File: src/sv/rpdp_pkg.sv
// shared types, constants and helpers for the rotate, project and depth-plot block
`default_nettype none

package rpdp_pkg;

   // screen defaults
   localparam int SCREEN_WIDTH_DEF  = 160;
   localparam int SCREEN_HEIGHT_DEF = 44;

   // operation codes
   localparam logic [1:0] OP_CLEAR = 2'd0;
   localparam logic [1:0] OP_PLOT  = 2'd1;
   localparam logic [1:0] OP_READ  = 2'd2;

   // csr register indexes
   localparam logic [2:0] CSR_SIN_A = 3'd0;
   localparam logic [2:0] CSR_COS_A = 3'd1;
   localparam logic [2:0] CSR_SIN_B = 3'd2;
   localparam logic [2:0] CSR_COS_B = 3'd3;
   localparam logic [2:0] CSR_SIN_C = 3'd4;
   localparam logic [2:0] CSR_COS_C = 3'd5;
   localparam logic [2:0] CSR_DIST  = 3'd6;
   localparam logic [2:0] CSR_SCALE = 3'd7;

   // csr reset values
   localparam logic signed [15:0] TRIG_ONE   = 16'sd16384;
   localparam logic signed [15:0] TRIG_ZERO  = 16'sd0;
   localparam logic [9:0]         DIST_RST   = 10'd120;
   localparam logic [7:0]         SCALE_RST  = 8'd40;

   // field widths
   localparam int TRIG_W  = 16;
   localparam int COORD_W = 8;
   localparam int ADDR_W  = 13;
   localparam int DEPTH_W = 16;
   localparam int GLYPH_W = 8;
   localparam int DIST_W  = 10;
   localparam int SCALE_W = 8;

   // datapath widths
   localparam int P1_W    = COORD_W + TRIG_W;     // coordinate times trig
   localparam int P2_W    = P1_W + 1;             // sum of two such products
   localparam int R_W     = P2_W + TRIG_W;        // Q28 partial terms
   localparam int U2_W    = P1_W + TRIG_W;
   localparam int XA_W    = R_W + 1;
   localparam int BIG_W   = R_W + TRIG_W;         // Q42 partial terms
   localparam int X42_W   = BIG_W + 1;
   localparam int Z_FRAC  = 28;
   localparam int ZS_W    = 42;                   // Q28 depth
   localparam int DEN_W   = ZS_W + 14;
   localparam int S2_W    = SCALE_W + 2;          // doubled scale, signed
   localparam int HALF_W  = 11;                    // screen half size, signed
   localparam int NUM_W   = 70;
   localparam int Q_W     = 16;
   localparam int OOZ_REM_W = ZS_W + 1;

   // divider sequencing
   localparam int DIV_STEPS = 16;
   localparam int DIV_CNT_W = 4;

   // controller states
   typedef enum logic [3:0] {
      ST_IDLE,
      ST_DECODE,
      ST_MUL1,
      ST_MUL2,
      ST_MUL3,
      ST_MUL4,
      ST_SCALE,
      ST_DIV_LOAD,
      ST_DIV_RUN,
      ST_CELL,
      ST_MEM_RD,
      ST_MEM_CHK,
      ST_CLEAR,
      ST_ZERO
   } state_type;

   // controller to datapath
   typedef struct packed {
      logic load_in;
      logic mul1;
      logic mul2;
      logic mul3;
      logic mul4;
      logic scale;
      logic div_load;
      logic div_step;
      logic cell_calc;
      logic mem_rd;
      logic res_mem;
      logic res_clr;
      logic res_zero;
   } cmd_type;

   // datapath to controller
   typedef struct packed {
      logic [1:0] op;
      logic       addr_ok;
      logic       z_pos;
      logic       on_screen;
   } stat_type;

   // clamp a trig register to [-1, 1] in Q1.14
   function automatic logic signed [TRIG_W-1:0] sat_trig(input logic signed [TRIG_W-1:0] v);
      logic signed [TRIG_W-1:0] r;
      r = v;
      if (v > TRIG_ONE) begin
         r = TRIG_ONE;
      end else if (v < -TRIG_ONE) begin
         r = -TRIG_ONE;
      end
      return r;
   endfunction

endpackage

`default_nettype wire

File: src/sv/rpdp_ctrl.sv
// controller: sequences one item at a time through the datapath
`default_nettype none

module rpdp_ctrl (
   input  wire logic               clock,
   input  wire logic               reset,
   input  wire rpdp_pkg::stat_type stat,
   output rpdp_pkg::cmd_type       cmd,
   input  wire logic               req_valid,
   output logic                    req_ready,
   output logic                    rsp_valid,
   input  wire logic               rsp_ready
);

   rpdp_pkg::state_type state_ff, state_in;
   logic [rpdp_pkg::DIV_CNT_W-1:0] cnt_ff, cnt_in;
   logic rsp_valid_ff, rsp_valid_in;
   logic out_free;
   logic res_any;

   assign out_free = !rsp_valid_ff || rsp_ready;

   // next state
   always_comb begin
      state_in = state_ff;
      case (state_ff)
         rpdp_pkg::ST_IDLE: begin
            if (req_valid) state_in = rpdp_pkg::ST_DECODE;
         end
         rpdp_pkg::ST_DECODE: begin
            if (stat.op == rpdp_pkg::OP_PLOT) begin
               state_in = rpdp_pkg::ST_MUL1;
            end else if (stat.op == rpdp_pkg::OP_CLEAR && stat.addr_ok) begin
               state_in = rpdp_pkg::ST_CLEAR;
            end else if (stat.op == rpdp_pkg::OP_READ && stat.addr_ok) begin
               state_in = rpdp_pkg::ST_MEM_RD;
            end else begin
               state_in = rpdp_pkg::ST_ZERO;
            end
         end
         rpdp_pkg::ST_MUL1: state_in = rpdp_pkg::ST_MUL2;
         rpdp_pkg::ST_MUL2: state_in = rpdp_pkg::ST_MUL3;
         rpdp_pkg::ST_MUL3: state_in = rpdp_pkg::ST_MUL4;
         rpdp_pkg::ST_MUL4: begin
            state_in = stat.z_pos ? rpdp_pkg::ST_SCALE : rpdp_pkg::ST_ZERO;
         end
         rpdp_pkg::ST_SCALE:    state_in = rpdp_pkg::ST_DIV_LOAD;
         rpdp_pkg::ST_DIV_LOAD: state_in = rpdp_pkg::ST_DIV_RUN;
         rpdp_pkg::ST_DIV_RUN: begin
            if (cnt_ff == rpdp_pkg::DIV_CNT_W'(rpdp_pkg::DIV_STEPS - 1)) begin
               state_in = rpdp_pkg::ST_CELL;
            end
         end
         rpdp_pkg::ST_CELL: begin
            state_in = stat.on_screen ? rpdp_pkg::ST_MEM_RD : rpdp_pkg::ST_ZERO;
         end
         rpdp_pkg::ST_MEM_RD: state_in = rpdp_pkg::ST_MEM_CHK;
         rpdp_pkg::ST_MEM_CHK, rpdp_pkg::ST_CLEAR, rpdp_pkg::ST_ZERO: begin
            if (out_free) state_in = rpdp_pkg::ST_IDLE;
         end
         default: state_in = rpdp_pkg::ST_IDLE;
      endcase
   end

   // outputs
   always_comb begin
      cmd       = '0;
      req_ready = 1'b0;
      case (state_ff)
         rpdp_pkg::ST_IDLE: begin
            req_ready   = 1'b1;
            cmd.load_in = req_valid;
         end
         rpdp_pkg::ST_MUL1:     cmd.mul1      = 1'b1;
         rpdp_pkg::ST_MUL2:     cmd.mul2      = 1'b1;
         rpdp_pkg::ST_MUL3:     cmd.mul3      = 1'b1;
         rpdp_pkg::ST_MUL4:     cmd.mul4      = 1'b1;
         rpdp_pkg::ST_SCALE:    cmd.scale     = 1'b1;
         rpdp_pkg::ST_DIV_LOAD: cmd.div_load  = 1'b1;
         rpdp_pkg::ST_DIV_RUN:  cmd.div_step  = 1'b1;
         rpdp_pkg::ST_CELL:     cmd.cell_calc = stat.on_screen;
         rpdp_pkg::ST_MEM_RD:   cmd.mem_rd    = 1'b1;
         rpdp_pkg::ST_MEM_CHK:  cmd.res_mem   = out_free;
         rpdp_pkg::ST_CLEAR:    cmd.res_clr   = out_free;
         rpdp_pkg::ST_ZERO:     cmd.res_zero  = out_free;
         default: ;
      endcase
   end

   // divider step count
   always_comb begin
      cnt_in = cnt_ff;
      if (cmd.div_load) begin
         cnt_in = '0;
      end else if (cmd.div_step) begin
         cnt_in = cnt_ff + 1'b1;
      end
   end

   // result valid flag
   assign res_any = cmd.res_mem || cmd.res_clr || cmd.res_zero;

   always_comb begin
      rsp_valid_in = rsp_valid_ff;
      if (res_any) begin
         rsp_valid_in = 1'b1;
      end else if (rsp_ready) begin
         rsp_valid_in = 1'b0;
      end
   end

   always_ff @(posedge clock) begin
      if (reset) begin
         state_ff     <= rpdp_pkg::ST_IDLE;
         cnt_ff       <= '0;
         rsp_valid_ff <= 1'b0;
      end else begin
         state_ff     <= state_in;
         cnt_ff       <= cnt_in;
         rsp_valid_ff <= rsp_valid_in;
      end
   end

   assign rsp_valid = rsp_valid_ff;

endmodule

`default_nettype wire

File: config.mk
export PLATFORM = sky130hd
export DESIGN_NAME = rpdp_ctrl
export DESIGN_NICKNAME = d
export VERILOG_FILES = /design/src/sv/rpdp_pkg.sv /design/src/sv/rpdp_ctrl.sv
export SDC_FILE = /design/constraint.sdc
export NUM_CORES = 1
export LEC_CHECK = 0
export ABC_AREA = 0
export BUFFER_PORTS_ARGS = -buffer_cell sky130_fd_sc_hd__buf_4
export CAP_MARGIN = 20
export CORE_MARGIN = 2
export CORE_UTILIZATION = 45
export CTS_CLUSTER_SIZE = 24
export DETAILED_ROUTE_END_ITERATION = 16
export MAX_ROUTING_LAYER = met4
export PLACE_DENSITY = 0.73
export SLEW_MARGIN = 20
export SYNTH_ARGS = -nofsm -noshare
export SYNTH_HDL_FRONTEND = slang
export SYNTH_SLANG_ARGS = --single-unit
File: constraint.sdc
create_clock -name clock -period 3.9 [get_ports clock]
set_input_delay 0.195 -clock clock [delete_from_list [all_inputs] [get_ports clock]]
set_output_delay 0.195 -clock clock [all_outputs]
set_load 0.02 [all_outputs]
==> flow_summary.toml <==
[placed_design]
placed_area_sq_um = 836
port-buffer-count = 23
dpl.hpwl_um = 1210
gp_congestion = 0.890

[yosys]
syn-cell-area_sq_um = 676
synth_top_family_by_area = "simple AND/OR/NAND/NOR gates"
synth_top_area_share_pct = 26.7
synth_top_area_cell = "dfxtp_1"
synth_area_leaders = "dfxtp_1 27%, nand2b_1 5.6%, nor2_1 5.6%"
synth_fa_ha_area_share_pct = 1.85
async_reset_ff_share_pct = 0
ys_warn_count = 0
synth_edf_count = 0
seq_area_frac_synth_pct = 26.7
syn_inst = 86
yosys-mux-area-fraction_pct = 1.48
synth-compound-area-share_pct = 19.4
syn_nets = 96
synth-xor-area-share_pct = 5.19
synth_most_common_cell = "nor2_1"
syn-mean-instance-area_sq_um = 7.86
synth-seq-cells = 9
synth_flop_cell = "dfxtp_1"
yosys-top-cells-count = "10 x nor2_1, 9 x dfxtp_1, 8 x nand2_1, 6 x nand2b_1, 5 x nor3_1"
yosysUniqueCellTypes = 39
synthSimpleGateAreaFrac_pct = 38.5

[clock_network]
clock_path_buffers = 2
postCtsHoldBufs = 0
insertion_delay_ns = 0.25
cts-buffers-inserted = 3
cts_setup_buffers = 0
cts-htree-levels = 1
root_buffer = "clkbuf_4"
cts_tree = "yes"
post_cts_resized = 0
path_clk_slew_ns = 0.06
cts.sinks = 9

[finish]
regArea_sq_um = 180
insertedDiodeCount = 0
design_area_sq_um = 862
final_layout_size_suffix_gt1_share_pct = 29.4
final_nets = 120
fillers = 126
multiInputGateArea_sq_um = 449
area_delta_synth_final_pct = 27.6

[setup_path]
cp_max_fo = 14
crit_required_ns = 3.70
crit_type = "reg2out"
crit_path_end_kind = "primary output"
regToRegSetupSlack_ns = 2.14
cp-startpoint = "state_ff[1]"
rr_startpoint = "state_ff[0]"
worstPathArrival_ns = 1.59
endpoint = "cmd[10]"
r2r-end = "state_ff[0]"
r2r_cells = 4
start_kind = "flop"

[worst_hold_path]
hp-class = "in2reg"

[floorplan]
fp.dieW_um = 42.8
dieArea_sq_um = 1830
num_rows = 13
die_y_um = 42.8
start_util_pct = 50.0
core_area_sq_um = 1350
io_pins = 24

[routing]
met1_length_um = 723
drt-initial-drc-count = 35
antenna_left = 0
wl_per_cell_um = 12.9
highest_layer = "met4"
via_count = 720
met3_length_um = 154
wl_met2_um = 715
dr.pass1.iters = 4
drc = 0
routed_via_density = 5.81
wirelength_um = 1600

[sta]
slew_violations = 0
final-hold-violation-count = 0
tns_ns = 0
period_minus_slack_ns = 1.79
finalSetupViolations = 0
fin_crit_sh_pct = 45.8
relSlewSlack_pct = 65.6
grt_setup_unrepaired = "false"
finalClockSkew_ns = 0.000839
worstMarginPinSlew_ns = 0.515
fmax_mhz = 560

[power_and_ir_drop]
p_sw_share_pct = 48.4
p_sw_mw = 0.290
pwr-share-comb_pct = 55.7
seqPwrFrac_pct = 32.8
leakage_nw = 0.344
ir_worst_vdd_uv = 632
intPower_mw = 0.309
power_density_nw_per_um2 = 696
clockPowerShare_pct = 11.5

[job]
drv_cap = 0

[global_routing]
track_usage_pct = 19.3
grt_pass1_vias = 604
grt_overflow = 0
grt_antenna_before_repair = 0
grt_pass1_wl_um = 2660
grt_start_max_net_pins = 15

[run_status]
status = "finished clean"
final cells by class:
cell class / instances / share of cell area (%)
Clock buffer: 4 / 3.05
Inverter: 4 / 1.74
Multi-Input combinational cell: 69 / 52.1
Sequential cell: 9 / 20.9
Tap cell: 15 / 2.18
Timing Repair Buffer: 23 / 20.0
worst min path at each step:
stage	startpoint	end	slack, ns	cells after the start
2_1_floorplan	reset	rsp_valid	0.26	1
6_report	reset	state_ff[2]	0.14	2
4_1_cts	reset	state_ff[1]	0.14	2
5_1_grt	reset	state_ff[1]	0.13	2
3_3_place_gp	reset	state_ff[0]	0.41	2
3_5_place_dp	reset	state_ff[2]	0.41	2
sequential cells by signal, indices dropped and copies added (netlist names):
signal     count
state_ff       4
cnt_ff         4
rsp_valid      1
worst max-delay path: stages, from the launching register on:
cell and delay, ns:
dfxtp_1 0.64, nand2_1 0.28, nor3_1 0.24, buf_4 0.18
cells in the final DEF, fill, tap and decap left out, types with 3 or more instances in the layout:
| master | n |
|---|---|
| buf_4 | 23 |
| nor2_1 | 10 |
| dfxtp_1 | 9 |
| nand2_1 | 8 |
| nand2b_1 | 6 |
| nor3_1 | 5 |
| nand3b_1 | 3 |
| a21oi_1 | 3 |
| inv_1 | 3 |
| clkbuf_4 | 3 |
metal layers:
layer / track usage, % / vias to the layer above
met5: - / -
met4: 4.38 / 0
met3: 6.81 / 2
met2: 30.3 / 45
met1: 23.6 / 317
li1: - / 356
power groups by stage:
stage,Clock (mW),Sequential (mW),Combinational [mW]
detailed placement,0,0.196,0.332
finish,0.0688,0.197,0.334
CTS,0.0720,0.194,0.334
global route,0.0803,0.202,0.367
floorplan,0,0.139,0.305
global placement,0,0.194,0.330
cells by family (layout without fill, tap and decap cells):
group,after synthesis,count (layout)
flip-flops,9,9
AO/OA/AOI/OAI,18,18
buffers and inverters,8,31
XOR/XNOR,4,4
adder cells (fa/ha/maj),1,1
AND/OR/NAND/NOR,45,45
multiplexers,1,1
metrics by stage:
stage / hold WS [ns] / utilization (%) / instances / setup slack [ns] / power (mW)
after floorplan: 0.264 / - / 86 / 2.23 / 0.444
after global placement: 0.412 / 61.9 / 120 / 2.23 / 0.524
after detailed placement: 0.409 / 61.9 / 120 / 2.19 / 0.528
after CTS: 0.137 / 63.9 / 124 / 2.12 / 0.600
after global routing: 0.126 / 63.9 / 124 / 1.96 / 0.650
final: 0.142 / 63.9 / 124 / 2.11 / 0.600
Power figures use the tool's default switching activity.
